[src/hw/rtl/ssh_pkg.sv]
// Shared types, codes and constants of the shard site hash block.
// Used by the front end, the queue, the back end and the top level; depends on nothing.
`timescale 1ns / 1ps
`default_nettype none
package ssh_pkg;

  localparam int MAX_SITES_DEF = 16;
  localparam int QUEUE_DEPTH   = 2;

  localparam int VALUE_W  = 64;
  localparam int SUM_W    = 5;
  localparam int SITE_W   = 16;
  localparam int TIDX_W   = 4;
  localparam int BUCKET_W = 4;
  localparam int CHUNK_W  = 4;

  localparam logic [CHUNK_W-1:0] CHUNKS_INT32  = 4'd4;
  localparam logic [CHUNK_W-1:0] CHUNKS_INT64  = 4'd8;
  localparam logic [CHUNK_W-1:0] CHUNKS_STRING = 4'd2;

  typedef enum logic [1:0] {
    KIND_INT32  = 2'd0,
    KIND_INT64  = 2'd1,
    KIND_DOUBLE = 2'd2,
    KIND_STRING = 2'd3
  } kind_t;

  typedef enum logic {
    CMD_ELEMENT = 1'b0,
    CMD_TABLE   = 1'b1
  } cmd_t;

  typedef enum logic [0:0] {
    CFG_SITE_COUNT  = 1'b0,
    CFG_HASH_METHOD = 1'b1
  } cfg_idx_t;

  typedef enum logic [1:0] {
    OP_TABLE  = 2'd0,
    OP_ELEM   = 2'd1,
    OP_STRING = 2'd2
  } op_t;

  typedef enum logic [2:0] {
    B_IDLE   = 3'd0,
    B_REDUCE = 3'd1,
    B_ADD    = 3'd2,
    B_READ   = 3'd3,
    B_OUT    = 3'd4
  } back_state_t;

  // One classified item on its way from the front end to the back end.
  typedef struct packed {
    op_t                 op;
    logic [VALUE_W-1:0]  operand;   // element left aligned, reduced one byte at a time; a string byte sits in bits 7:0
    logic [CHUNK_W-1:0]  chunks;
    logic                close;     // string element ends here
    logic                last;      // key ends here
    logic [TIDX_W-1:0]   tindex;
    logic [SITE_W-1:0]   tsite;
  } ent_t;

endpackage
`default_nettype wire

[src/hw/rtl/ssh_front.sv]
// Front end: accepts input transfers, classifies them and forms the operand to reduce.
// Depends on ssh_pkg.
`timescale 1ns / 1ps
`default_nettype none
module ssh_front (
  input  wire logic                        clk,
  input  wire logic                        rst,
  input  wire logic                        in_valid,
  output logic                             in_ready,
  input  wire logic                        cmd,
  input  wire logic [1:0]                  kind,
  input  wire logic [ssh_pkg::VALUE_W-1:0] value,
  input  wire logic                        end_of_value,
  input  wire logic                        end_of_key,
  input  wire logic [ssh_pkg::TIDX_W-1:0]  table_index,
  input  wire logic [ssh_pkg::SITE_W-1:0]  table_site,
  output ssh_pkg::ent_t                    ent,
  output logic                             ent_valid,
  input  wire logic                        ent_ready
);
  import ssh_pkg::*;

  // Magnitude of floor(x) for IEEE double bits, saturated to the int64 range.
  function automatic logic [63:0] floor_mag(input logic [63:0] bits);
    logic        neg;
    logic [10:0] e;
    logic [51:0] frac;
    logic [10:0] ex;
    logic [52:0] m;
    logic [5:0]  sh;
    logic [63:0] ip;
    logic        rest;
    neg  = bits[63];
    e    = bits[62:52];
    frac = bits[51:0];
    ex   = e - 11'd1023;
    m    = {1'b1, frac};
    ip   = '0;
    rest = 1'b0;
    if (e == 11'h7ff) begin
      if (frac != '0) ip = '0;
      else ip = neg ? 64'h8000_0000_0000_0000 : 64'h7fff_ffff_ffff_ffff;
    end else if (e < 11'd1023) begin
      ip = (neg && (e != '0 || frac != '0)) ? 64'd1 : 64'd0;
    end else if (ex >= 11'd63) begin
      ip = neg ? 64'h8000_0000_0000_0000 : 64'h7fff_ffff_ffff_ffff;
    end else begin
      if (ex >= 11'd52) begin
        ip = {11'b0, m} << (ex[5:0] - 6'd52);
      end else begin
        sh   = 6'd52 - ex[5:0];
        ip   = {11'b0, m >> sh};
        rest = (m & ~({53{1'b1}} << sh)) != '0;
      end
      if (neg && rest) ip = ip + 64'd1;
    end
    return ip;
  endfunction

  ent_t ent_in;

  assign in_ready = !ent_valid || ent_ready;

  always_comb begin
    ent_in.close  = end_of_value || end_of_key;
    ent_in.last   = end_of_key;
    ent_in.tindex = table_index;
    ent_in.tsite  = table_site;
    if (cmd_t'(cmd) == CMD_TABLE) begin
      ent_in.op      = OP_TABLE;
      ent_in.operand = '0;
      ent_in.chunks  = CHUNKS_STRING;
    end else begin
      unique case (kind_t'(kind))
        KIND_INT32: begin
          ent_in.op      = OP_ELEM;
          ent_in.operand = {value[31:0], 32'b0};
          ent_in.chunks  = CHUNKS_INT32;
        end
        KIND_INT64: begin
          ent_in.op      = OP_ELEM;
          ent_in.operand = value[63] ? (64'd0 - value) : value;
          ent_in.chunks  = CHUNKS_INT64;
        end
        KIND_DOUBLE: begin
          ent_in.op      = OP_ELEM;
          ent_in.operand = floor_mag(value);
          ent_in.chunks  = CHUNKS_INT64;
        end
        KIND_STRING: begin
          ent_in.op      = OP_STRING;
          ent_in.operand = {56'b0, value[7:0]};
          ent_in.chunks  = CHUNKS_STRING;
        end
        default: begin
          ent_in.op      = OP_ELEM;
          ent_in.operand = '0;
          ent_in.chunks  = CHUNKS_INT32;
        end
      endcase
    end
  end

  always_ff @(posedge clk) begin
    if (rst) begin
      ent_valid <= 1'b0;
    end else if (in_ready) begin
      ent_valid <= in_valid;
    end
  end

  always_ff @(posedge clk) begin
    if (in_valid && in_ready) begin
      ent <= ent_in;
    end
  end

endmodule
`default_nettype wire

[src/hw/rtl/ssh_queue.sv]
// Short queue of classified items between the front end and the back end.
// Depends on ssh_pkg.
`timescale 1ns / 1ps
`default_nettype none
module ssh_queue (
  input  wire logic    clk,
  input  wire logic    rst,
  input  ssh_pkg::ent_t in_ent,
  input  wire logic    in_valid,
  output logic         in_ready,
  output ssh_pkg::ent_t out_ent,
  output logic         out_valid,
  input  wire logic    out_ready
);
  import ssh_pkg::*;

  localparam int PW = (QUEUE_DEPTH > 1) ? $clog2(QUEUE_DEPTH) : 1;
  localparam int CW = $clog2(QUEUE_DEPTH + 1);

  ent_t          slots [QUEUE_DEPTH];
  logic [PW-1:0] wp;
  logic [PW-1:0] rp;
  logic [CW-1:0] count;
  logic          push;
  logic          pop;

  assign in_ready  = count != CW'(QUEUE_DEPTH);
  assign out_valid = count != '0;
  assign out_ent   = slots[rp];
  assign push      = in_valid && in_ready;
  assign pop       = out_valid && out_ready;

  always_ff @(posedge clk) begin
    if (rst) begin
      wp    <= '0;
      rp    <= '0;
      count <= '0;
    end else begin
      if (push) wp <= (wp == PW'(QUEUE_DEPTH - 1)) ? '0 : wp + PW'(1);
      if (pop)  rp <= (rp == PW'(QUEUE_DEPTH - 1)) ? '0 : rp + PW'(1);
      if (push && !pop) count <= count + CW'(1);
      else if (pop && !push) count <= count - CW'(1);
    end
  end

  always_ff @(posedge clk) begin
    if (push) slots[wp] <= in_ent;
  end

endmodule
`default_nettype wire

[src/hw/rtl/ssh_back.sv]
// Back end: byte-serial remainder unit, bucket and string sums, site table and result register.
// Depends on ssh_pkg.
`timescale 1ns / 1ps
`default_nettype none
module ssh_back #(
  parameter int MAX_SITES = ssh_pkg::MAX_SITES_DEF
) (
  input  wire logic                         clk,
  input  wire logic                         rst,
  input  ssh_pkg::ent_t                     ent,
  input  wire logic                         ent_valid,
  output logic                              ent_ready,
  input  wire logic [ssh_pkg::SUM_W-1:0]    modulus,
  input  wire logic                         poly,
  output logic [ssh_pkg::SITE_W-1:0]        site,
  output logic [ssh_pkg::BUCKET_W-1:0]      bucket,
  output logic                              out_valid,
  input  wire logic                         out_ready
);
  import ssh_pkg::*;

  localparam int AW = (MAX_SITES > 1) ? $clog2(MAX_SITES) : 1;
  localparam logic [8:0] MAX9 = 9'(MAX_SITES);

  // Eight restoring steps: (r * 256 + chunk) mod n, for r below n.
  function automatic logic [SUM_W-1:0] reduce8(input logic [SUM_W-1:0] r,
                                               input logic [7:0] chunk,
                                               input logic [SUM_W-1:0] n);
    logic [SUM_W:0]   t;
    logic [SUM_W-1:0] acc;
    acc = r;
    for (int i = 7; i >= 0; i--) begin
      t = {acc, chunk[i]};
      if (t >= {1'b0, n}) t = t - {1'b0, n};
      acc = t[SUM_W-1:0];
    end
    return acc;
  endfunction

  back_state_t        state;
  back_state_t        state_next;
  op_t                op_r;
  logic               close_r;
  logic               last_r;
  logic [SUM_W-1:0]   acc;
  logic [63:0]        sh;
  logic [CHUNK_W-1:0] cnt;
  logic [SUM_W-1:0]   bucket_sum;
  logic [SUM_W-1:0]   string_sum;
  logic [SITE_W-1:0]  rd_data;
  logic [SITE_W-1:0]  mem [MAX_SITES];

  logic [SUM_W-1:0]   red_out;
  logic [SUM_W-1:0]   add_out;
  logic [SUM_W:0]     add_sum;
  logic [15:0]        s16;
  logic [15:0]        str_x;
  logic [8:0]         widx;
  logic [8:0]         ridx;
  logic               tbl_we;
  logic               load_out;
  logic               last_chunk;

  assign red_out    = reduce8(acc, sh[63:56], modulus);
  assign add_sum    = {1'b0, bucket_sum} + {1'b0, acc};
  assign add_out    = reduce8('0, {{(7 - SUM_W){1'b0}}, add_sum}, modulus);
  assign s16        = {{(16 - SUM_W){1'b0}}, string_sum};
  // The held string sum may exceed a smaller modulus; the remainder step absorbs that.
  assign str_x      = poly ? ((s16 << 7) - s16 + {8'b0, ent.operand[7:0]})
                           : (s16 + {8'b0, ent.operand[7:0]});
  assign widx       = {{(9 - TIDX_W){1'b0}}, ent.tindex};
  assign ridx       = {{(9 - SUM_W){1'b0}}, bucket_sum};
  assign last_chunk = cnt == CHUNK_W'(1);
  assign tbl_we     = state == B_IDLE && ent_valid && ent.op == OP_TABLE && widx < MAX9;
  assign load_out   = state == B_OUT && (!out_valid || out_ready);

  always_ff @(posedge clk) begin
    if (rst) state <= B_IDLE;
    else state <= state_next;
  end

  always_comb begin
    state_next = state;
    ent_ready  = 1'b0;
    unique case (state)
      B_IDLE: begin
        ent_ready = 1'b1;
        if (ent_valid && (ent.op == OP_ELEM || ent.op == OP_STRING)) state_next = B_REDUCE;
      end
      B_REDUCE: begin
        if (last_chunk) begin
          if (op_r == OP_STRING && !close_r) state_next = B_IDLE;
          else state_next = B_ADD;
        end
      end
      B_ADD:  state_next = last_r ? B_READ : B_IDLE;
      B_READ: state_next = B_OUT;
      B_OUT:  if (load_out) state_next = B_IDLE;
      default: state_next = B_IDLE;
    endcase
  end

  always_ff @(posedge clk) begin
    unique case (state)
      B_IDLE: begin
        if (ent_valid) begin
          op_r    <= ent.op;
          close_r <= ent.close;
          last_r  <= ent.last;
          acc     <= '0;
          if (ent.op == OP_STRING) begin
            sh  <= {str_x, 48'b0};
            cnt <= CHUNKS_STRING;
          end else begin
            sh  <= ent.operand;
            cnt <= ent.chunks;
          end
        end
      end
      B_REDUCE: begin
        acc <= red_out;
        sh  <= sh << 8;
        cnt <= cnt - CHUNK_W'(1);
      end
      default: begin
      end
    endcase
  end

  always_ff @(posedge clk) begin
    if (rst) begin
      bucket_sum <= '0;
      string_sum <= '0;
    end else begin
      unique case (state)
        B_REDUCE: if (last_chunk && op_r == OP_STRING) string_sum <= red_out;
        B_ADD: begin
          bucket_sum <= add_out;
          if (op_r == OP_STRING) string_sum <= '0;
        end
        B_OUT: begin
          if (load_out) begin
            bucket_sum <= '0;
            string_sum <= '0;
          end
        end
        default: begin
        end
      endcase
    end
  end

  always_ff @(posedge clk) begin
    if (tbl_we) mem[widx[AW-1:0]] <= ent.tsite;
    if (state == B_READ) rd_data <= mem[ridx[AW-1:0]];
  end

  always_ff @(posedge clk) begin
    if (rst) begin
      out_valid <= 1'b0;
    end else if (load_out) begin
      out_valid <= 1'b1;
    end else if (out_ready) begin
      out_valid <= 1'b0;
    end
  end

  always_ff @(posedge clk) begin
    if (load_out) begin
      site   <= rd_data;
      bucket <= bucket_sum[BUCKET_W-1:0];
    end
  end

endmodule
`default_nettype wire

[src/hw/rtl/shard_site_hash.sv]
// Path: front register, queue, then the back end: a table write is taken in the idle state;
// an element or string byte is reduced in the reduce state, then an element or closing string
// byte is summed in the add state; a key end then passes the table read and result states.
// Throughput is set by the back end's remainder unit: 8 operand bits a cycle while reducing.
// Reset clears the control state, both sums and the configuration (site_count 1, byte sum);
// the site table is not cleared and holds nothing meaningful until written.
`timescale 1ns / 1ps
`default_nettype none
module shard_site_hash #(
  parameter int MAX_SITES = ssh_pkg::MAX_SITES_DEF
) (
  input  wire logic        clk,
  input  wire logic        rst,
  // Input stream.
  input  wire logic        s_tvalid,
  output logic             s_tready,
  input  wire logic [87:0] s_tdata,  // value[63:0], table_index[67:64], table_site[83:68], zero
  input  wire logic [3:0]  s_tuser,  // cmd[0], kind[2:1], end_of_value[3]
  input  wire logic        s_tlast,  // end_of_key
  // Result stream.
  output logic             m_tvalid,
  input  wire logic        m_tready,
  output logic [23:0]      m_tdata,  // site[15:0], bucket[19:16], zero
  // Configuration writes.
  input  wire logic        cfg_we,
  input  wire logic [0:0]  cfg_index,
  input  wire logic [4:0]  cfg_data
);
  import ssh_pkg::*;

  localparam logic [8:0] MAX9 = 9'(MAX_SITES);

  logic [SUM_W-1:0]    site_count;
  logic                hash_method;
  logic [SUM_W-1:0]    modulus;
  logic [8:0]          sc9;
  ent_t                f_ent;
  logic                f_valid;
  logic                f_ready;
  ent_t                q_ent;
  logic                q_valid;
  logic                q_ready;
  logic [SITE_W-1:0]   site;
  logic [BUCKET_W-1:0] bucket;

  // Configuration registers. A site count of zero behaves as one; a count above the
  // table depth behaves as the table depth.
  always_ff @(posedge clk) begin
    if (rst) begin
      site_count  <= SUM_W'(1);
      hash_method <= 1'b0;
    end else if (cfg_we) begin
      unique case (cfg_idx_t'(cfg_index))
        CFG_SITE_COUNT:  site_count  <= cfg_data;
        CFG_HASH_METHOD: hash_method <= cfg_data[0];
        default: begin
        end
      endcase
    end
  end

  assign sc9     = {{(9 - SUM_W){1'b0}}, site_count};
  assign modulus = (site_count == '0) ? SUM_W'(1)
                 : (sc9 > MAX9) ? MAX9[SUM_W-1:0] : site_count;

  // The front end classifies each transfer; table writes travel through the queue too so
  // that they stay ordered with the table reads of earlier keys.
  ssh_front u_front (
    .clk          (clk),
    .rst          (rst),
    .in_valid     (s_tvalid),
    .in_ready     (s_tready),
    .cmd          (s_tuser[0]),
    .kind         (s_tuser[2:1]),
    .value        (s_tdata[63:0]),
    .end_of_value (s_tuser[3]),
    .end_of_key   (s_tlast),
    .table_index  (s_tdata[67:64]),
    .table_site   (s_tdata[83:68]),
    .ent          (f_ent),
    .ent_valid    (f_valid),
    .ent_ready    (f_ready)
  );

  ssh_queue u_queue (
    .clk       (clk),
    .rst       (rst),
    .in_ent    (f_ent),
    .in_valid  (f_valid),
    .in_ready  (f_ready),
    .out_ent   (q_ent),
    .out_valid (q_valid),
    .out_ready (q_ready)
  );

  // The back end holds the result in its own register, so it keeps draining the queue
  // while a finished result waits for the downstream side.
  ssh_back #(
    .MAX_SITES (MAX_SITES)
  ) u_back (
    .clk       (clk),
    .rst       (rst),
    .ent       (q_ent),
    .ent_valid (q_valid),
    .ent_ready (q_ready),
    .modulus   (modulus),
    .poly      (hash_method),
    .site      (site),
    .bucket    (bucket),
    .out_valid (m_tvalid),
    .out_ready (m_tready)
  );

  assign m_tdata = {4'b0, bucket, site};

endmodule
`default_nettype wire
[config.mk]
export PLATFORM = sky130hd
export DESIGN_NAME = shard_site_hash
export DESIGN_NICKNAME = d
export VERILOG_FILES = /design/src/hw/rtl/ssh_pkg.sv /design/src/hw/rtl/ssh_front.sv /design/src/hw/rtl/ssh_queue.sv /design/src/hw/rtl/ssh_back.sv /design/src/hw/rtl/shard_site_hash.sv
export SDC_FILE = /design/constraint.sdc
export NUM_CORES = 2
export LEC_CHECK = 0
export ABC_AREA = 1
export BUFFER_PORTS_ARGS = -buffer_cell sky130_fd_sc_hd__buf_2
export CAP_MARGIN = 20
export CORE_AREA = 2 2 277 279
export CTS_BUF_LIST = sky130_fd_sc_hd__clkbuf_4
export CTS_CLUSTER_SIZE = 12
export DETAILED_ROUTE_END_ITERATION = 8
export DIE_AREA = 0 0 279 281
export GPL_ROUTABILITY_DRIVEN = 1
export HOLD_SLACK_MARGIN = 0.12
export PLACE_DENSITY = 0.77
export SLEW_MARGIN = 20
export SYNTH_ARGS = -nofsm -noshare
export SYNTH_HDL_FRONTEND = slang
export SYNTH_SLANG_ARGS = --single-unit
[constraint.sdc]
create_clock -name clk -period 36.8 [get_ports clk]
set_clock_uncertainty 0.15 [all_clocks]
set_input_delay 1.84 -clock clk [delete_from_list [all_inputs] [get_ports clk]]
set_output_delay 1.84 -clock clk [all_outputs]
set_load 0.02 [all_outputs]
* Word-level counts from Yosys, hierarchy flattened
Memories as Yosys holds them, arrays and structs flattened. A register that Yosys moved wholly into a read port is not among the register bits. Index checks and enable logic that the tools add are counted.
Cells by class: add/subtract/negate cells 30, $mul 0, divide/modulo/power cells 0, order comparisons 21, equality and inequality tests 19, shift-type cells 3, multiplexer cells 72, bitwise operators 3, reductions and logical operators 44
Operators by type and width (number):
- 64-bit two-way mux | 15
- 70-bit one-hot mux with 4 select lines | 1
- 64-bit one-hot mux with 2 select lines | 1
- 5-bit two-way mux | 22
- 6-bit by 5-bit greater-or-equal comparator with 1-bit output | 15
- 5-bit subtractor | 15
- 64-bit by 1-bit adder with 64-bit output, second input constant | 1
- 53-bit by 6-bit left shift with 64-bit output | 1
- 1-bit by 64-bit subtractor with 64-bit output, first input constant | 1
- 53-bit AND | 1
- 53-bit inverter | 1
- 53-bit nonzero test | 1
- 53-bit by 6-bit left shift with 53-bit output, first input constant | 1
- 53-bit by 6-bit right shift with 53-bit output | 1
- 52-bit nonzero test | 1
- 11-bit by 6-bit greater-or-equal comparator with 1-bit output, second input constant | 2
- 5-bit one-hot mux with 2 select lines | 2
- 1-bit two-way mux | 18
- 16-bit by 8-bit adder with 16-bit output | 1
- 16-bit two-way mux | 1
- 3-bit one-hot mux with 5 select lines | 1
- 5-bit one-hot mux with 3 select lines | 1
- 1-bit logical AND | 14
- 12-bit by 5-bit subtractor with 13-bit output | 1
- other kinds (39) | 73
Storage, ports and cells: bits in registers 214, latch bits 0, memory bits (writable) 440, ROM bits 0, input port bits 104, output and inout bits 26, logic and storage cells 219, memories kept 2
Memories:
- u_back.mem | depth 16, width 16, rd ports 1, clocked after memory_dff 1, write ports 1, line ssh_back.sv:51 | logic [SITE_W-1:0] mem [MAX_SITES];
- u_queue.slots | depth 2, width 92, rd ports 1, clocked after memory_dff 1, write ports 1, line ssh_queue.sv:20 | ent_t slots [QUEUE_DEPTH];

* Longest topological paths before layout
depth in word-level cells 21, mapped depth 80, mapped depth without buffers 79

* Modules after synthesis
Synthesis repeated with hierarchy kept, for this count alone.
Second synthesis, totals: cells, all modules 5720, area, all modules 45511.1 µm²
Modules (own cells, without submodules):
- ssh_back | times used 1, cells each 1909, area each 20213.1 µm², seq. area each 11360.9 µm²
- ssh_front | times used 1, cells each 3438, area each 17695.7 µm², seq. area each 2752.6 µm²
- ssh_queue | times used 1, cells each 323, area each 7277.0 µm², seq. area each 5625.4 µm²
- shard_site_hash | times used 1, cells each 50, area each 325.3 µm², seq. area each 120.1 µm²

* Worst setup path before layout
OpenSTA, ideal clock, no wires.
path type reg2reg, start point register site_count[4], end point register u_back.acc[1], data pin, library setup time 140 ps, arrival 11659 ps, required time 36510 ps, path slack 24851 ps, stages on the path, launching flop included 70, buffers on the path 1, clock period less this slack 11949 ps, path through dfxtp_1 > inv_2 > nand4_1 > nand2_1 > ha_1 > inv_1 > fa_1 > nand3_1 > nand2_1 > nand2_1 > nand2_1 > o21ai_0 > inv_1 > fa_1 > o21ai_0 > a21oi_1 > nand3_2 > o21ai_0 > [... 34 more ...] > a21oi_1 > o21ai_0 > o21bai_1 > a21oi_1 > nand3_1 > buf_2 > o21ai_0 > inv_1 > ha_1 > nand2_1 > nor2_1 > a211oi_1 > o21ai_0 > a21oi_1 > nand3_1 > nand2_1 > nand2_1 > nor2_1
On the way: cells in the longest elaborated chain, start to end 20, elaborated cells between the ends (all ways) 29, classes of those cells add/sub: 8; order compare: 9; mux: 11; reduce/logical: 1
RTL lines:
- start: declaration | line shard_site_hash.sv:33 | logic [SUM_W-1:0] site_count;
- start signal: assignment | line shard_site_hash.sv:54 | CFG_SITE_COUNT: site_count <= cfg_data;
- 5-bit > comparator | line shard_site_hash.sv:64 | : (sc9 > MAX9) ? MAX9[SUM_W-1:0] : site_count;
- 5-bit two-way mux | line shard_site_hash.sv:64
- 5-bit two-way mux * | line shard_site_hash.sv:63 | assign modulus = (site_count == '0) ? SUM_W'(1)
- 5-bit subtractor or 6-bit by 5-bit greater-or-equal comparator with 1-bit output (tied branches) | line ssh_back.sv:34 | if (t >= {1'b0, n}) t = t - {1'b0, n};
- 5-bit two-way mux | line ssh_back.sv:34
- 5-bit subtractor or 6-bit by 5-bit greater-or-equal comparator with 1-bit output (tied branches) | line ssh_back.sv:34
- 5-bit two-way mux | line ssh_back.sv:34
- 5-bit subtractor or 6-bit by 5-bit greater-or-equal comparator with 1-bit output (tied branches) | line ssh_back.sv:34
- [... 4 more ...]
- 5-bit two-way mux | line ssh_back.sv:34
- 6-bit by 5-bit greater-or-equal comparator with 1-bit output or 5-bit subtractor (tied branches) | line ssh_back.sv:34
- 5-bit two-way mux | line ssh_back.sv:34
- 6-bit by 5-bit greater-or-equal comparator with 1-bit output or 5-bit subtractor (tied branches) | line ssh_back.sv:34
- 5-bit two-way mux | line ssh_back.sv:34
- 5-bit subtractor or 6-bit by 5-bit greater-or-equal comparator with 1-bit output (tied branches) | line ssh_back.sv:34
- 5-bit two-way mux * | line ssh_back.sv:34
- 5-bit one-hot mux with 2 select lines * | line ssh_back.sv:104 | unique case (state)
- end signal: assignment | line ssh_back.sv:121 | acc <= red_out;
- end: declaration | line ssh_back.sv:45 | logic [SUM_W-1:0] acc;
Every way passes the cells marked *; elsewhere a longest branch is shown, timed or not. A chain may end at the register's enable or synchronous reset.

* Final worst setup path
start point register site_count[0], end point register u_back.string_sum[4]
On the way: cells in the longest elaborated chain, start to end 21, elaborated cells between the ends (all ways) 30, classes of those cells add/sub: 8; order compare: 9; mux: 12; reduce/logical: 1
RTL lines:
- 5-bit > comparator | line shard_site_hash.sv:64
- 5-bit two-way mux | line shard_site_hash.sv:64
- 5-bit two-way mux * | line shard_site_hash.sv:63
- 5-bit subtractor or 6-bit by 5-bit greater-or-equal comparator with 1-bit output (tied branches) | line ssh_back.sv:34
- 5-bit two-way mux | line ssh_back.sv:34
- 5-bit subtractor or 6-bit by 5-bit greater-or-equal comparator with 1-bit output (tied branches) | line ssh_back.sv:34
- 5-bit two-way mux | line ssh_back.sv:34
- 5-bit subtractor or 6-bit by 5-bit greater-or-equal comparator with 1-bit output (tied branches) | line ssh_back.sv:34
- [... 5 more ...]
- 6-bit by 5-bit greater-or-equal comparator with 1-bit output or 5-bit subtractor (tied branches) | line ssh_back.sv:34
- 5-bit two-way mux | line ssh_back.sv:34
- 5-bit subtractor or 6-bit by 5-bit greater-or-equal comparator with 1-bit output (tied branches) | line ssh_back.sv:34
- 5-bit two-way mux | line ssh_back.sv:34
- 5-bit subtractor or 6-bit by 5-bit greater-or-equal comparator with 1-bit output (tied branches) | line ssh_back.sv:34
- 5-bit two-way mux * | line ssh_back.sv:34
- 5-bit two-way mux * | line ssh_back.sv:136 | B_REDUCE: if (last_chunk && op_r == OP_STRING) string_sum <= red_out;
- 5-bit one-hot mux with 3 select lines * | line ssh_back.sv:135 | unique case (state)
- end signal: assignment | line ssh_back.sv:136
- end: declaration | line ssh_back.sv:49 | logic [SUM_W-1:0] string_sum;
Every way passes the cells marked *; elsewhere a longest branch is shown, timed or not. The select of a mux whose other input is x is not followed.

==> impl_metrics.py <==
metrics = {
    "cts": {
        "cts-resized-gates": 0,
        "tritoncts_sinks": 668,
        "postCtsSetupBuffers": 0,
        "clockRootBuffer": "sky130_fd_sc_hd__clkbuf_4",
        "cts.hold.buffers_added": 0,
        "clock_insertion_delay_worst_skew_ns": 0.89,
        "worst_setup_hold_path_clk_slew_ns": 0.09,
        "cts_buffers": 148,
        "tritoncts_clock_tree": "yes",
        "max-clock-path-buffers": 3,
        "cts_htree_levels": 4,
    },
    "min_path": {
        "whs_path_depth": 0,
        "hold_path.startpoint": "u_back.rd_data[13]",
        "hold_path.class": "flip-flop to flip-flop",
        "hold_path_end": "u_back.site[13]",
    },
    "placement": {
        "dp_cells": 6677,
        "detailed_place_hpwl_microns": 112500,
        "routabilityCongestion": 1.093,
        "pre_cts_slack_ns": 22.30,
        "placement.io_buffers": 121,
    },
    "timing": {
        "summed_negative_setup_slack_over_all_endpoints_ns": 0,
        "total_of_endpoints_with_negative_setup_slack_in_the_final_report": 0,
        "worstMarginPinSlew_ns": 1.194,
        "report.final.slew_viol_count": 0,
        "maxSlewHeadroom": 0.1955,
        "rsz_0062_raised_after_global_routing": "false",
        "final-hold-violation-count": 0,
        "fin_crit_sh": 0.3946,
        "finalCriticalPeriod_ns": 14.52,
        "final_critical_path_setup_slack_ns": 22.28,
        "max_freq_ghz": 0.06886,
    },
    "global_routing": {
        "gr-usage-all-layers": 0.4006,
        "total_global_routing_overflow": 0,
        "grt_first_pass_wirelength_microns": 235400,
        "antenna_found_initial": 9,
        "number_of_global_route_vias_before_repair": 39610,
        "grt_start_max_net_pins": 119,
    },
    "setup_path": {
        "critical_path.most_common_cell": "sky130_fd_sc_hd__o21ai_0",
        "critical_path.endpoint_type": "flip-flop",
        "critPathSlowestCell": "sky130_fd_sc_hd__nand2_1",
        "worst_ep_required_time_ns": 37.44,
        "worstPathMaxFanout": 16,
        "worstRegToRegCells": 69,
        "r2r_end": "u_back.string_sum[4]",
        "r2r_setup_slack_ns": 22.28,
        "worstSetupPathType": "flip-flop to flip-flop",
        "timing.critical_path.arrival_ns": 15.16,
        "cpPeakStageDelay_ns": 0.65,
        "timing.rr.start": "site_count[0]",
        "critical_path.startpoint_type": "flip-flop",
    },
    "route": {
        "remaining_drc_errors": 0,
        "wire_per_inst_microns": 22.72,
        "first_pass_iters": 6,
        "drtIter0Drc": 4903,
        "drt-vias-per-instance": 6.038,
        "vias": 41960,
        "wl_microns": 157900,
        "route.antenna.remaining_nets": 0,
    },
    "floorplan": {
        "die_area_sq_um": 78400,
        "fp.coreArea_sq_um": 75440,
        "initial_core_util": 0.5951,
        "die_width_microns": 279,
        "number_of_placement_rows": 101,
        "io_pins": 130,
        "fp.dieH_microns": 281,
    },
    "finish": {
        "num-fill-cells": 6718,
        "sequential_cell_area_sq_um": 19810,
        "fin_cells": 6950,
        "final_cell_mix": "1749 x sky130_fd_sc_hd__nand2_1, 642 x sky130_fd_sc_hd__edfxtp_1, 627 x sky130_fd_sc_hd__nand3_1",
        "synthToLayoutAreaGrowth_pct": 6.636,
        "postLayoutCoreUtil": 0.6346,
        "layout-drive-gt1-share": 0.1012,
        "mostFrequentLayoutCell": "sky130_fd_sc_hd__nand2_1",
        "final_net_count": 6087,
        "area_of_the_multi_input_gates_sq_um": 22090,
    },
    "synth": {
        "post_synthesis_register_bit_count": 668,
        "synth.cell_area_sq_um": 44890,
        "synth_edf_count": 642,
        "netlist-cell-type-count": 73,
        "ys_async_sr_fraction": 0,
        "postSynthAreaPerCell_sq_um": 7.719,
        "synth_flop_cell": "sky130_fd_sc_hd__edfxtp_1",
        "yosysWarningCount": 0,
        "netlist_instances": 5816,
        "synth_seq_area_share": 0.4410,
    },
    "run": {
        "max_cap_viol_count": 0,
    },
    "status": {
        "run_status": "finished clean",
    },
}
-- worst max-delay path: cells and delay by family, from the launching register on --
| kind | cells | cell delay, ns |
|---|---|---|
| AOI/OAI and AO/OA | 26 | 6.07 |
| and+or+nand+nor | 29 | 4.20 |
| adders and majority gates | 9 | 3.22 |
| buffers and inverters | 5 | 0.44 |
| DFF | 1 | 0.33 |
-- flip-flops by register name, summed over array words and instances, names as in the netlist, named ones only --
signal and count:
hash_method 1, site_count 5, u_back.acc 5, u_back.bucket 4
u_back.bucket_sum 5, u_back.close_r 1, u_back.cnt 4, u_back.last_r 1
u_back.mem 256, u_back.op_r 2, u_back.out_valid 1, u_back.rd_data 16
u_back.sh 64, u_back.site 16, u_back.state 3, u_back.string_sum 5
u_front.ent 91, u_front.ent_valid 1, u_queue.count 2, u_queue.rp 1
u_queue.slots 182, u_queue.wp 1
-- worst max-delay path by stage --
stage	endpoint	slack, ns	depth (start not counted)	from
3_5_place_dp	u_back.string_sum[4]	22.30	69	site_count[4]
6_report	u_back.string_sum[4]	22.28	69	site_count[0]
2_1_floorplan	u_back.acc[1]	24.85	69	site_count[4]
3_3_place_gp	u_back.string_sum[4]	22.53	70	site_count[4]
4_1_cts	u_back.string_sum[4]	22.32	69	site_count[0]
5_1_grt	u_back.acc[1]	20.35	69	site_count[0]
-- layout make-up --
type                    instances  share of cell area
diodes                          5           0.0002614
clock buffers                 216             0.03387
clock inverters                52            0.006743
inverters                     451             0.03552
multi-input cells            4395              0.4615
flip-flops and latches        668              0.4138
well taps                     978             0.02556
repair buffers                185             0.02282
-- cell usage after synthesis (all sizes together) (5+ instances only) --
master     n  area, sq um
inv      445         1675
o31ai      6        45.04
buf      145        832.0
nand3    646         3343
nand2   1776         6755
a211oi     8        60.06
nor2     573         2311
nand3b     8        60.06
and2       5        31.28
fa        17        340.3
a31oi     35        219.0
a21oi    277         1405
o211ai    71        533.0
edfxtp   642        19280
or2       29        181.4
clkbuf   160        603.1
nor3      53        340.3
nor4       9        56.30
ha       117         1464
o311ai     7        61.31
dfxtp     26        520.5
mux2i    105         1051
xor2      27        255.3
o21ai    509         2574
clkinv     6        22.52
nand4     43        287.8
o21bai     5        37.54
xnor2     29        254.0
-- metrics by stage --
stage | hold slack, ns | instance area (sq um)
final | 0.2671 | 47870
after global routing | 0.2687 | 47870
after CTS | 0.2650 | 47860
after detailed placement | 0.2545 | 45910
after global placement | 0.2506 | 45880
after floorplan | 0.2503 | 44910
-- metal layers --
metal  global-route usage  wire length (microns)
met4               0.3333                  15160
met3              0.07390                  14180
met1               0.4791                  58060
met2               0.6326                  70470
met5                    0                     34
-- kinds of logic (layout without fill, tap and decap cells) --
family | count (synthesis) | in the layout | share of synthesized area
buffers and inverters | 756 | 904 | 0.06979
adder cells (fa/ha/maj) | 134 | 134 | 0.04019
XOR/XNOR | 56 | 56 | 0.01134
AO/OA/AOI/OAI | 951 | 951 | 0.1160
AND/OR/NAND/NOR | 3145 | 3145 | 0.2982
multiplexers | 105 | 105 | 0.02341
other | 1 | 9 | 0.00008353
flip-flops | 668 | 668 | 0.4410
Power is not shown: default switching activity piles up to over one toggle a cycle in this logic, so the estimate is an artifact.
